[src/rtl/core/mcpt_pkg.sv]
// Shared types and constants for the multi-channel pulse timer.
// No dependencies; imported by mcpt_chan_bank and multi_channel_pulse_timer.
`default_nettype none

package mcpt_pkg;

  localparam int NUM_CHANNELS = 8;
  localparam int CMD_W        = 2;
  localparam int CHAN_W       = 6;
  localparam int DUR_W        = 16;
  localparam int MASK_W       = 8;

  typedef enum logic [CMD_W-1:0] {
    CMD_TICK     = 2'd0,
    CMD_FIRE_ONE = 2'd1,
    CMD_FIRE_ALL = 2'd2,
    CMD_ABORT    = 2'd3
  } cmd_t;

  typedef struct packed {
    cmd_t              cmd;
    logic [CHAN_W-1:0] channel;
    logic [DUR_W-1:0]  duration_ms;
  } cmd_word_t;

  typedef struct packed {
    logic              ok;
    logic [MASK_W-1:0] armed_mask;
    logic [MASK_W-1:0] pin_mask;
  } result_word_t;

endpackage

`default_nettype wire

[src/rtl/core/mcpt_chan_bank.sv]
// Channel state bank: armed bits, down-counters and pin levels for all channels.
// Depends on mcpt_pkg; applies one command word per enabled cycle and reports the result.
`default_nettype none

module mcpt_chan_bank (
  input  wire logic                  clk,
  input  wire logic                  rst_n,
  input  wire logic                  upd_en,
  input  wire mcpt_pkg::cmd_word_t   word,
  output      mcpt_pkg::result_word_t result
);
  import mcpt_pkg::*;

  logic                 armed_r     [NUM_CHANNELS];
  logic [DUR_W-1:0]     remaining_r [NUM_CHANNELS];
  logic                 pin_r       [NUM_CHANNELS];
  logic                 armed_nxt     [NUM_CHANNELS];
  logic [DUR_W-1:0]     remaining_nxt [NUM_CHANNELS];
  logic                 pin_nxt       [NUM_CHANNELS];
  logic [NUM_CHANNELS-1:0] hit;
  logic                 chan_valid;

  always_comb begin
    for (int i = 0; i < NUM_CHANNELS; i++) begin
      hit[i] = (word.channel == CHAN_W'(i + 1));
    end
    chan_valid = |hit;
  end

  always_comb begin
    for (int i = 0; i < NUM_CHANNELS; i++) begin
      armed_nxt[i]     = armed_r[i];
      remaining_nxt[i] = remaining_r[i];
      pin_nxt[i]       = pin_r[i];
      unique case (word.cmd)
        CMD_TICK: begin
          if (armed_r[i]) begin
            if (remaining_r[i] == '0) begin
              armed_nxt[i] = 1'b0;
            end else begin
              remaining_nxt[i] = remaining_r[i] - DUR_W'(1);
            end
          end
          pin_nxt[i] = armed_nxt[i];
        end
        CMD_FIRE_ONE: begin
          if (hit[i]) begin
            armed_nxt[i]     = 1'b1;
            remaining_nxt[i] = word.duration_ms;
          end
        end
        CMD_FIRE_ALL: begin
          armed_nxt[i]     = 1'b1;
          remaining_nxt[i] = word.duration_ms;
        end
        CMD_ABORT: begin
          armed_nxt[i] = 1'b0;
        end
        default: begin
          armed_nxt[i] = armed_r[i];
        end
      endcase
    end
  end

  always_comb begin
    result.ok         = !((word.cmd == CMD_FIRE_ONE) && !chan_valid);
    result.armed_mask = '0;
    result.pin_mask   = '0;
    for (int i = 0; i < MASK_W; i++) begin
      if (i < NUM_CHANNELS) begin
        result.armed_mask[i] = armed_nxt[i];
        result.pin_mask[i]   = pin_nxt[i];
      end
    end
  end

  always_ff @(posedge clk) begin
    for (int i = 0; i < NUM_CHANNELS; i++) begin
      if (!rst_n) begin
        armed_r[i]     <= 1'b0;
        remaining_r[i] <= '0;
        pin_r[i]       <= 1'b0;
      end else if (upd_en) begin
        armed_r[i]     <= armed_nxt[i];
        remaining_r[i] <= remaining_nxt[i];
        pin_r[i]       <= pin_nxt[i];
      end
    end
  end

endmodule

`default_nettype wire

[src/rtl/core/multi_channel_pulse_timer.sv]
// Top level of the multi-channel one-shot pulse timer: input register,
// channel bank and result register. Depends on mcpt_pkg and mcpt_chan_bank.
//
//   Channel | Ports                                  | Direction
//   --------+----------------------------------------+----------
//   in      | in_valid/in_ready, cmd, channel, dur   | input
//   out     | out_valid/out_ready, ok, armed, pin    | output
//
// A command word is registered on acceptance and its result word is then
// captured in the output register when the result side can take it.
// One word is accepted every cycle while the result side keeps up.
// Reset clears all channels and both stage valids.
// When the result is stalled, the input register holds and in_ready drops
// once it is full.
`default_nettype none

module multi_channel_pulse_timer (
  input  wire logic                           clk,
  input  wire logic                           rst_n,
  input  wire logic                           in_valid,
  output      logic                           in_ready,
  input  wire logic [mcpt_pkg::CMD_W-1:0]     in_cmd,
  input  wire logic [mcpt_pkg::CHAN_W-1:0]    in_channel,
  input  wire logic [mcpt_pkg::DUR_W-1:0]     in_duration_ms,
  output      logic                           out_valid,
  input  wire logic                           out_ready,
  output      logic                           out_ok,
  output      logic [mcpt_pkg::MASK_W-1:0]    out_armed_mask,
  output      logic [mcpt_pkg::MASK_W-1:0]    out_pin_mask
);
  import mcpt_pkg::*;

  logic         stg_valid_r;
  cmd_word_t    stg_word_r;
  logic         out_valid_r;
  result_word_t out_word_r;
  result_word_t bank_result;
  logic         advance;

  assign advance  = stg_valid_r && (!out_valid_r || out_ready);
  assign in_ready = !stg_valid_r || advance;

  mcpt_chan_bank u_bank (
    .clk    (clk),
    .rst_n  (rst_n),
    .upd_en (advance),
    .word   (stg_word_r),
    .result (bank_result)
  );

  always_ff @(posedge clk) begin
    if (!rst_n) begin
      stg_valid_r <= 1'b0;
      out_valid_r <= 1'b0;
    end else begin
      if (in_ready) begin
        stg_valid_r <= in_valid;
      end
      if (advance) begin
        out_valid_r <= 1'b1;
      end else if (out_ready) begin
        out_valid_r <= 1'b0;
      end
    end
    if (in_valid && in_ready) begin
      stg_word_r.cmd         <= cmd_t'(in_cmd);
      stg_word_r.channel     <= in_channel;
      stg_word_r.duration_ms <= in_duration_ms;
    end
    if (advance) begin
      out_word_r <= bank_result;
    end
  end

  assign out_valid      = out_valid_r;
  assign out_ok         = out_word_r.ok;
  assign out_armed_mask = out_word_r.armed_mask;
  assign out_pin_mask   = out_word_r.pin_mask;

endmodule

`default_nettype wire
[config.mk]
export PLATFORM = sky130hd
export DESIGN_NAME = multi_channel_pulse_timer
export DESIGN_NICKNAME = d
export VERILOG_FILES = /design/src/rtl/core/mcpt_pkg.sv /design/src/rtl/core/mcpt_chan_bank.sv /design/src/rtl/core/multi_channel_pulse_timer.sv
export SDC_FILE = /design/constraint.sdc
export NUM_CORES = 1
export LEC_CHECK = 0
export BUFFER_PORTS_ARGS = -buffer_cell sky130_fd_sc_hd__buf_2
export CORE_AREA = 2 2 135 137
export DETAILED_ROUTE_END_ITERATION = 10
export DIE_AREA = 0 0 137 139
export PLACE_DENSITY = 0.74
export SLEW_MARGIN = 20
export SYNTH_ARGS = -nofsm -noshare
export SYNTH_HDL_FRONTEND = slang
export SYNTH_SLANG_ARGS = --single-unit
[constraint.sdc]
create_clock -name clk -period 8 [get_ports clk]
set_input_delay 1.6 -clock clk [delete_from_list [all_inputs] [get_ports clk]]
set_output_delay 1.6 -clock clk [all_outputs]
set_load 0.01 [all_outputs]
After elaboration in Yosys (flattened, before gate mapping) --
Memory sizes are Yosys's and may differ from the RTL's. Index checks and enable logic that the tools add are counted. W data, S select, Z words.
Operators by class: $add $sub $neg 8, equality and inequality tests 11, multiplexer cells 102, bitwise logic cells 24, reduce and logical (&&, ||, !) cells 20
Operators by type and width (count):
- $mux W16 | 32
- $pmux W16 S3 | 8
- $logic_not A16 Y1 | 8
- $sub A16 B1 Y16 const B | 8
- $mux W1 | 54
- $pmux W1 S4 | 8
- $eq A6 B3 Y1 const B | 4
- $or A1 B1 Y1 | 24
- $eq A6 B2 Y1 const B | 2
- $reduce_or A8 Y1 | 1
- $eq A6 B1 Y1 const B | 1
- $eq A6 B4 Y1 const B | 1
- $eq A2 B2 Y1 const B | 2
- $logic_not A1 Y1 | 4
- $logic_and A1 B1 Y1 | 3
- $eq A2 B1 Y1 const B | 1
- $logic_not A2 Y1 | 1
- $logic_or A1 B1 Y1 | 2
- $reduce_bool A2 Y1 | 1
Storage, ports and cells: bits in registers 43, bits in writable memories 144, input port bits 28, logic and storage cells 176, memories 3
Memories:
- u_bank.remaining_r | depth 8, bits a word 16, read ports 8, clocked after Yosys merged registers in 0, wr ports 8, RTL line mcpt_chan_bank.sv:15 | logic [DUR_W-1:0] remaining_r [NUM_CHANNELS];
- u_bank.armed_r | depth 8, bits a word 1, read ports 8, clocked after Yosys merged registers in 0, wr ports 8, RTL line mcpt_chan_bank.sv:14 | logic armed_r [NUM_CHANNELS];
- u_bank.pin_r | depth 8, bits a word 1, read ports 8, clocked after Yosys merged registers in 0, wr ports 8, RTL line mcpt_chan_bank.sv:16 | logic pin_r [NUM_CHANNELS];

Depth between registers and ports, before layout --
depth after elaboration 7, mapped depth 7, mapped depth without buffers 6

Modules after synthesis --
From an unflattened synthesis, not the netlist that was laid out.
Unflattened totals: cell total of the unflattened synthesis 849, area total of the unflattened synthesis 9884.5 sq um
Modules (own cells, without submodules):
- mcpt_chan_bank | instances 1, cells each 799, area each 8549.4 sq um, seq. area each 4304.1 sq um
- multi_channel_pulse_timer | instances 1, cells each 50, area each 1335.0 sq um, seq. area each 1271.2 sq um

Worst setup path before layout --
Ideal clock, no wire load.
path type in2reg, start point in out_ready, end point mem u_bank.remaining_r[4][0] (enable), library setup time 0.414 ns, data arrival time 3.571 ns, slack 4.015 ns, stages on the path 5, buffers on the path 1, path through nand2b_1 > nand3_1 > clkbuf_1 > nor2_1 > a211oi_1
RTL lines:
- start, declared | RTL line multi_channel_pulse_timer.sv:26 | input wire logic out_ready,
- end, declared | RTL line mcpt_chan_bank.sv:15

Worst setup path in the final report --
start point in out_ready, end point out in_ready
On the way: cells in the longest elaborated chain, start to end 3
Ends and longest elaborated chain:
- $logic_or A1 B1 Y1 | RTL line multi_channel_pulse_timer.sv:40 | assign advance = stg_valid_r && (!out_valid_r || out_ready);
- $logic_and A1 B1 Y1 | RTL line multi_channel_pulse_timer.sv:40
- $logic_or A1 B1 Y1 | RTL line multi_channel_pulse_timer.sv:41 | assign in_ready = !stg_valid_r || advance;
- end, declared | RTL line multi_channel_pulse_timer.sv:21 | output logic in_ready,
No other way between the ends.

==> reports/metrics.yaml <==
status: "finished, final reports clean"
r2r-end: "u_bank.remaining_r[7][14]"
min_from: "u_bank.pin_r[1][0]"
fmax_mhz: 270
htree_levels: 4
firstDrtPassIters: 5
p_comb_share_pct: 12.2
arrival_ps: 2110
placed_cell_area_sq_mm: 0.0101
placed_cells: 1089
synth_top_cell_area_share_pct: 57.4
fin_crit_sh_pct: 46.4
initial_core_util_pct: 54.2
p_sw_mw: 0.615
grt_pass1_wl_microns: 35200
reg2reg_from: "stg_word_r[23]"
synthToLayoutAreaGrowth_pct: 11.2
grt_use_total_pct: 24.3
grt_overflow_total: 0
crit_fanout: 3
p_seq_share_pct: 53.7
synthTopCellsByArea: "edfxtp_1 (57%), a21oi_1 (5.4%), xnor2_1 (4.8%)"
reg2reg_slack_ps: 4840
syn_nets: 879
min_delay_worst_endpoint: "u_bank.pin_r[1][0]"
die_area_sq_mm: 0.0190
setup_tns_ps: 0
fin_cells: 1121
setup_viol: 0
power.leakage_nw: 3.60
die_y_microns: 139
yosys.area.top_type: "edfxtp_1"
async_reset_ff_share_pct: 0
criticalPathCategory: "input port to output pin"
synth.most_common_cell: "edfxtp_1"
drc: 0
layout-drive-gt1-share_pct: 13.9
synth_simple_gate_area_share_pct: 15.4
row_count: 49
port_buffers: 46
hold_class: "register to register"
gp_congestion: 0.859
drt_iter0_markers: 721
cts-resized-gates: 0
clkLatencyLatePin_ps: 440
post_cts_buffers: 0
clock-sinks: 187
register_area_sq_mm: 0.00558
fin_skew_ps: 9.28
fin_area_sq_mm: 0.0106
p_per_area_mw_per_mm2: 214
swShare_pct: 26.9
ioPinCount: 47
grt_max_degree: 92
synthTopCellsByCount: "edfxtp_1 (183), a21oi_1 (103), nor2_1 (68), xnor2_1 (53), clkbuf_1 (39)"
synthCells: 839
antenna_found_initial: 0
clkPwrFrac_pct: 34.1
grt_pass1_vias: 6593
synth_ff_type: "edfxtp_1"
synth_adder_area_share_pct: 1.57
syn-cell-area_sq_mm: 0.00957
cts_buffers: 17
relSlewSlack_pct: 22.7
hpwl_microns: 14500
synthXorXnorAreaFrac_pct: 7.41
syn_avg_cell_area_sq_um: 11.4
synth_top_family_by_area: "simple AND/OR/NAND/NOR gates"
n_antenna_cell: 0
multi_input_area_sq_mm: 0.00377
antenna_left: 0
yosysUniqueCellTypes: 58
hold_viol_final: 0
synth_edf_count: 183
p_int_mw: 1.67
vias_per_cell: 6.33
ys_ff_latch: 187
synth_warnings: 0
wl_per_cell_microns: 20.0
synthMuxAreaShare_pct: 0.549
worstMarginPinSlew_ps: 1150
synth-compound-area-share_pct: 13.9
yosysSeqAreaShare_pct: 58.2
r2r_cells: 6
cts_tree: "done"
cts-root-buf: "clkbuf_16"
die_w_microns: 137
cap_violations: 0
cp-end-kind: "output pin"
postRouteWirelength_microns: 22400
num_vias: 7100
nFillCells: 1433
crit_path_start_kind: "input port"
fin_crit_ps: 3710
critPathRequiredTime_ps: 6400
core_area_sq_mm: 0.0177
hold_buffers: 0
hold_path_depth: 2
peakVddDrop_uv: 171
clk_path_buf_depth: 2
rsz0062_at_grt: "no"
fin_nets: 919
slew_violations: 0
path_clk_slew_ps: 70
-- layer usage --
layer / vias up / GRT usage (%) / share of wire, %
li1: 3318 / - / -
met1: 3450 / 34.6 / 43
met2: 286 / 37.1 / 47
met3: 46 / 3.95 / 6.8
met4: 0 / 9.77 / 2.9
met5: - / 0 / 0
-- worst max path at each step --
stage                         start  slack [ps]                       end  depth (start not counted)
final                     out_ready        4290                  in_ready                          4
after global routing      out_ready        4260                  in_ready                          4
after CTS                 out_ready        4300                  in_ready                          4
after detailed placement  out_ready        4100  u_bank.remaining_r[3][7]                          6
after global placement    out_ready        4150  u_bank.remaining_r[3][7]                          6
after floorplan           out_ready        4010  u_bank.remaining_r[4][0]                          5
-- critical path, cell delays in order --
cell	delay, ps
buf_2	100
nor2b_1	170
nand2_1	90
buf_2	150
-- flip-flops by register name (all words and copies together), names as in the netlist --
signal / cells
out_valid: 1
stg_valid_r: 1
u_bank.remaining_r: 128
out_ok: 1
stg_word_r: 24
out_pin_mask: 8
u_bank.pin_r: 8
out_armed_mask: 8
u_bank.armed_r: 8
-- metrics by stage --
stage	power (mW)	utilization, %	hold slack (ps)	setup slack [ps]
2_1_floorplan	1.43	-	469	4010
3_3_place_gp	1.51	57.1	502	4150
3_5_place_dp	1.52	57.2	503	4100
4_1_cts	2.29	60.2	519	4300
5_1_grt	2.36	60.3	562	4260
6_report	2.28	60.3	530	4290
-- power by group through the flow --
stage	combinational, mW	clock (mW)	sequential [mW]
2_1_floorplan	0.200	0	1.23
4_1_cts	0.277	0.787	1.22
3_5_place_dp	0.275	0	1.24
6_report	0.279	0.779	1.22
5_1_grt	0.307	0.820	1.23
3_3_place_gp	0.270	0	1.24
-- cells in the final DEF (no fill, tap or decap), drive strengths merged, types with 3 or more instances in the layout --
cell	count
o211ai	4
buf	65
o21a	5
o31ai	19
o21ai	36
nor4	34
nor4b	7
ha	12
a211oi	5
clkinv	5
nand3	10
nand2b	8
a221oi	4
xor2	28
o22ai	10
nand4b	4
clkinvlp	6
or4b	6
edfxtp	183
nor3b	4
dfxtp	4
clkbuf	19
o41ai	3
and4	4
nand2	37
a21oi	103
nor3	26
a31oi	24
inv	28
mux2	4
xnor2	53
or2	4
or3	9
nor2	68
or4	22
and2	4
nand4	8
-- layout make-up --
type                    instances  share of cell area, %
clock buffers                  19                   4.16
clock inverters                13                  0.894
inverters                      26                  0.929
multi-input cells             582                   35.4
flip-flops and latches        187                   52.4
well taps                     229                   2.69
repair buffers                 65                   3.50
-- logic make-up after synthesis --
group | Yosys count
simple gates | 263
compound gates | 222
xor+xnor | 81
buf+inv | 70
flops | 187
fa+ha+maj | 12
mux | 4
(Power assumes the default switching activity.)
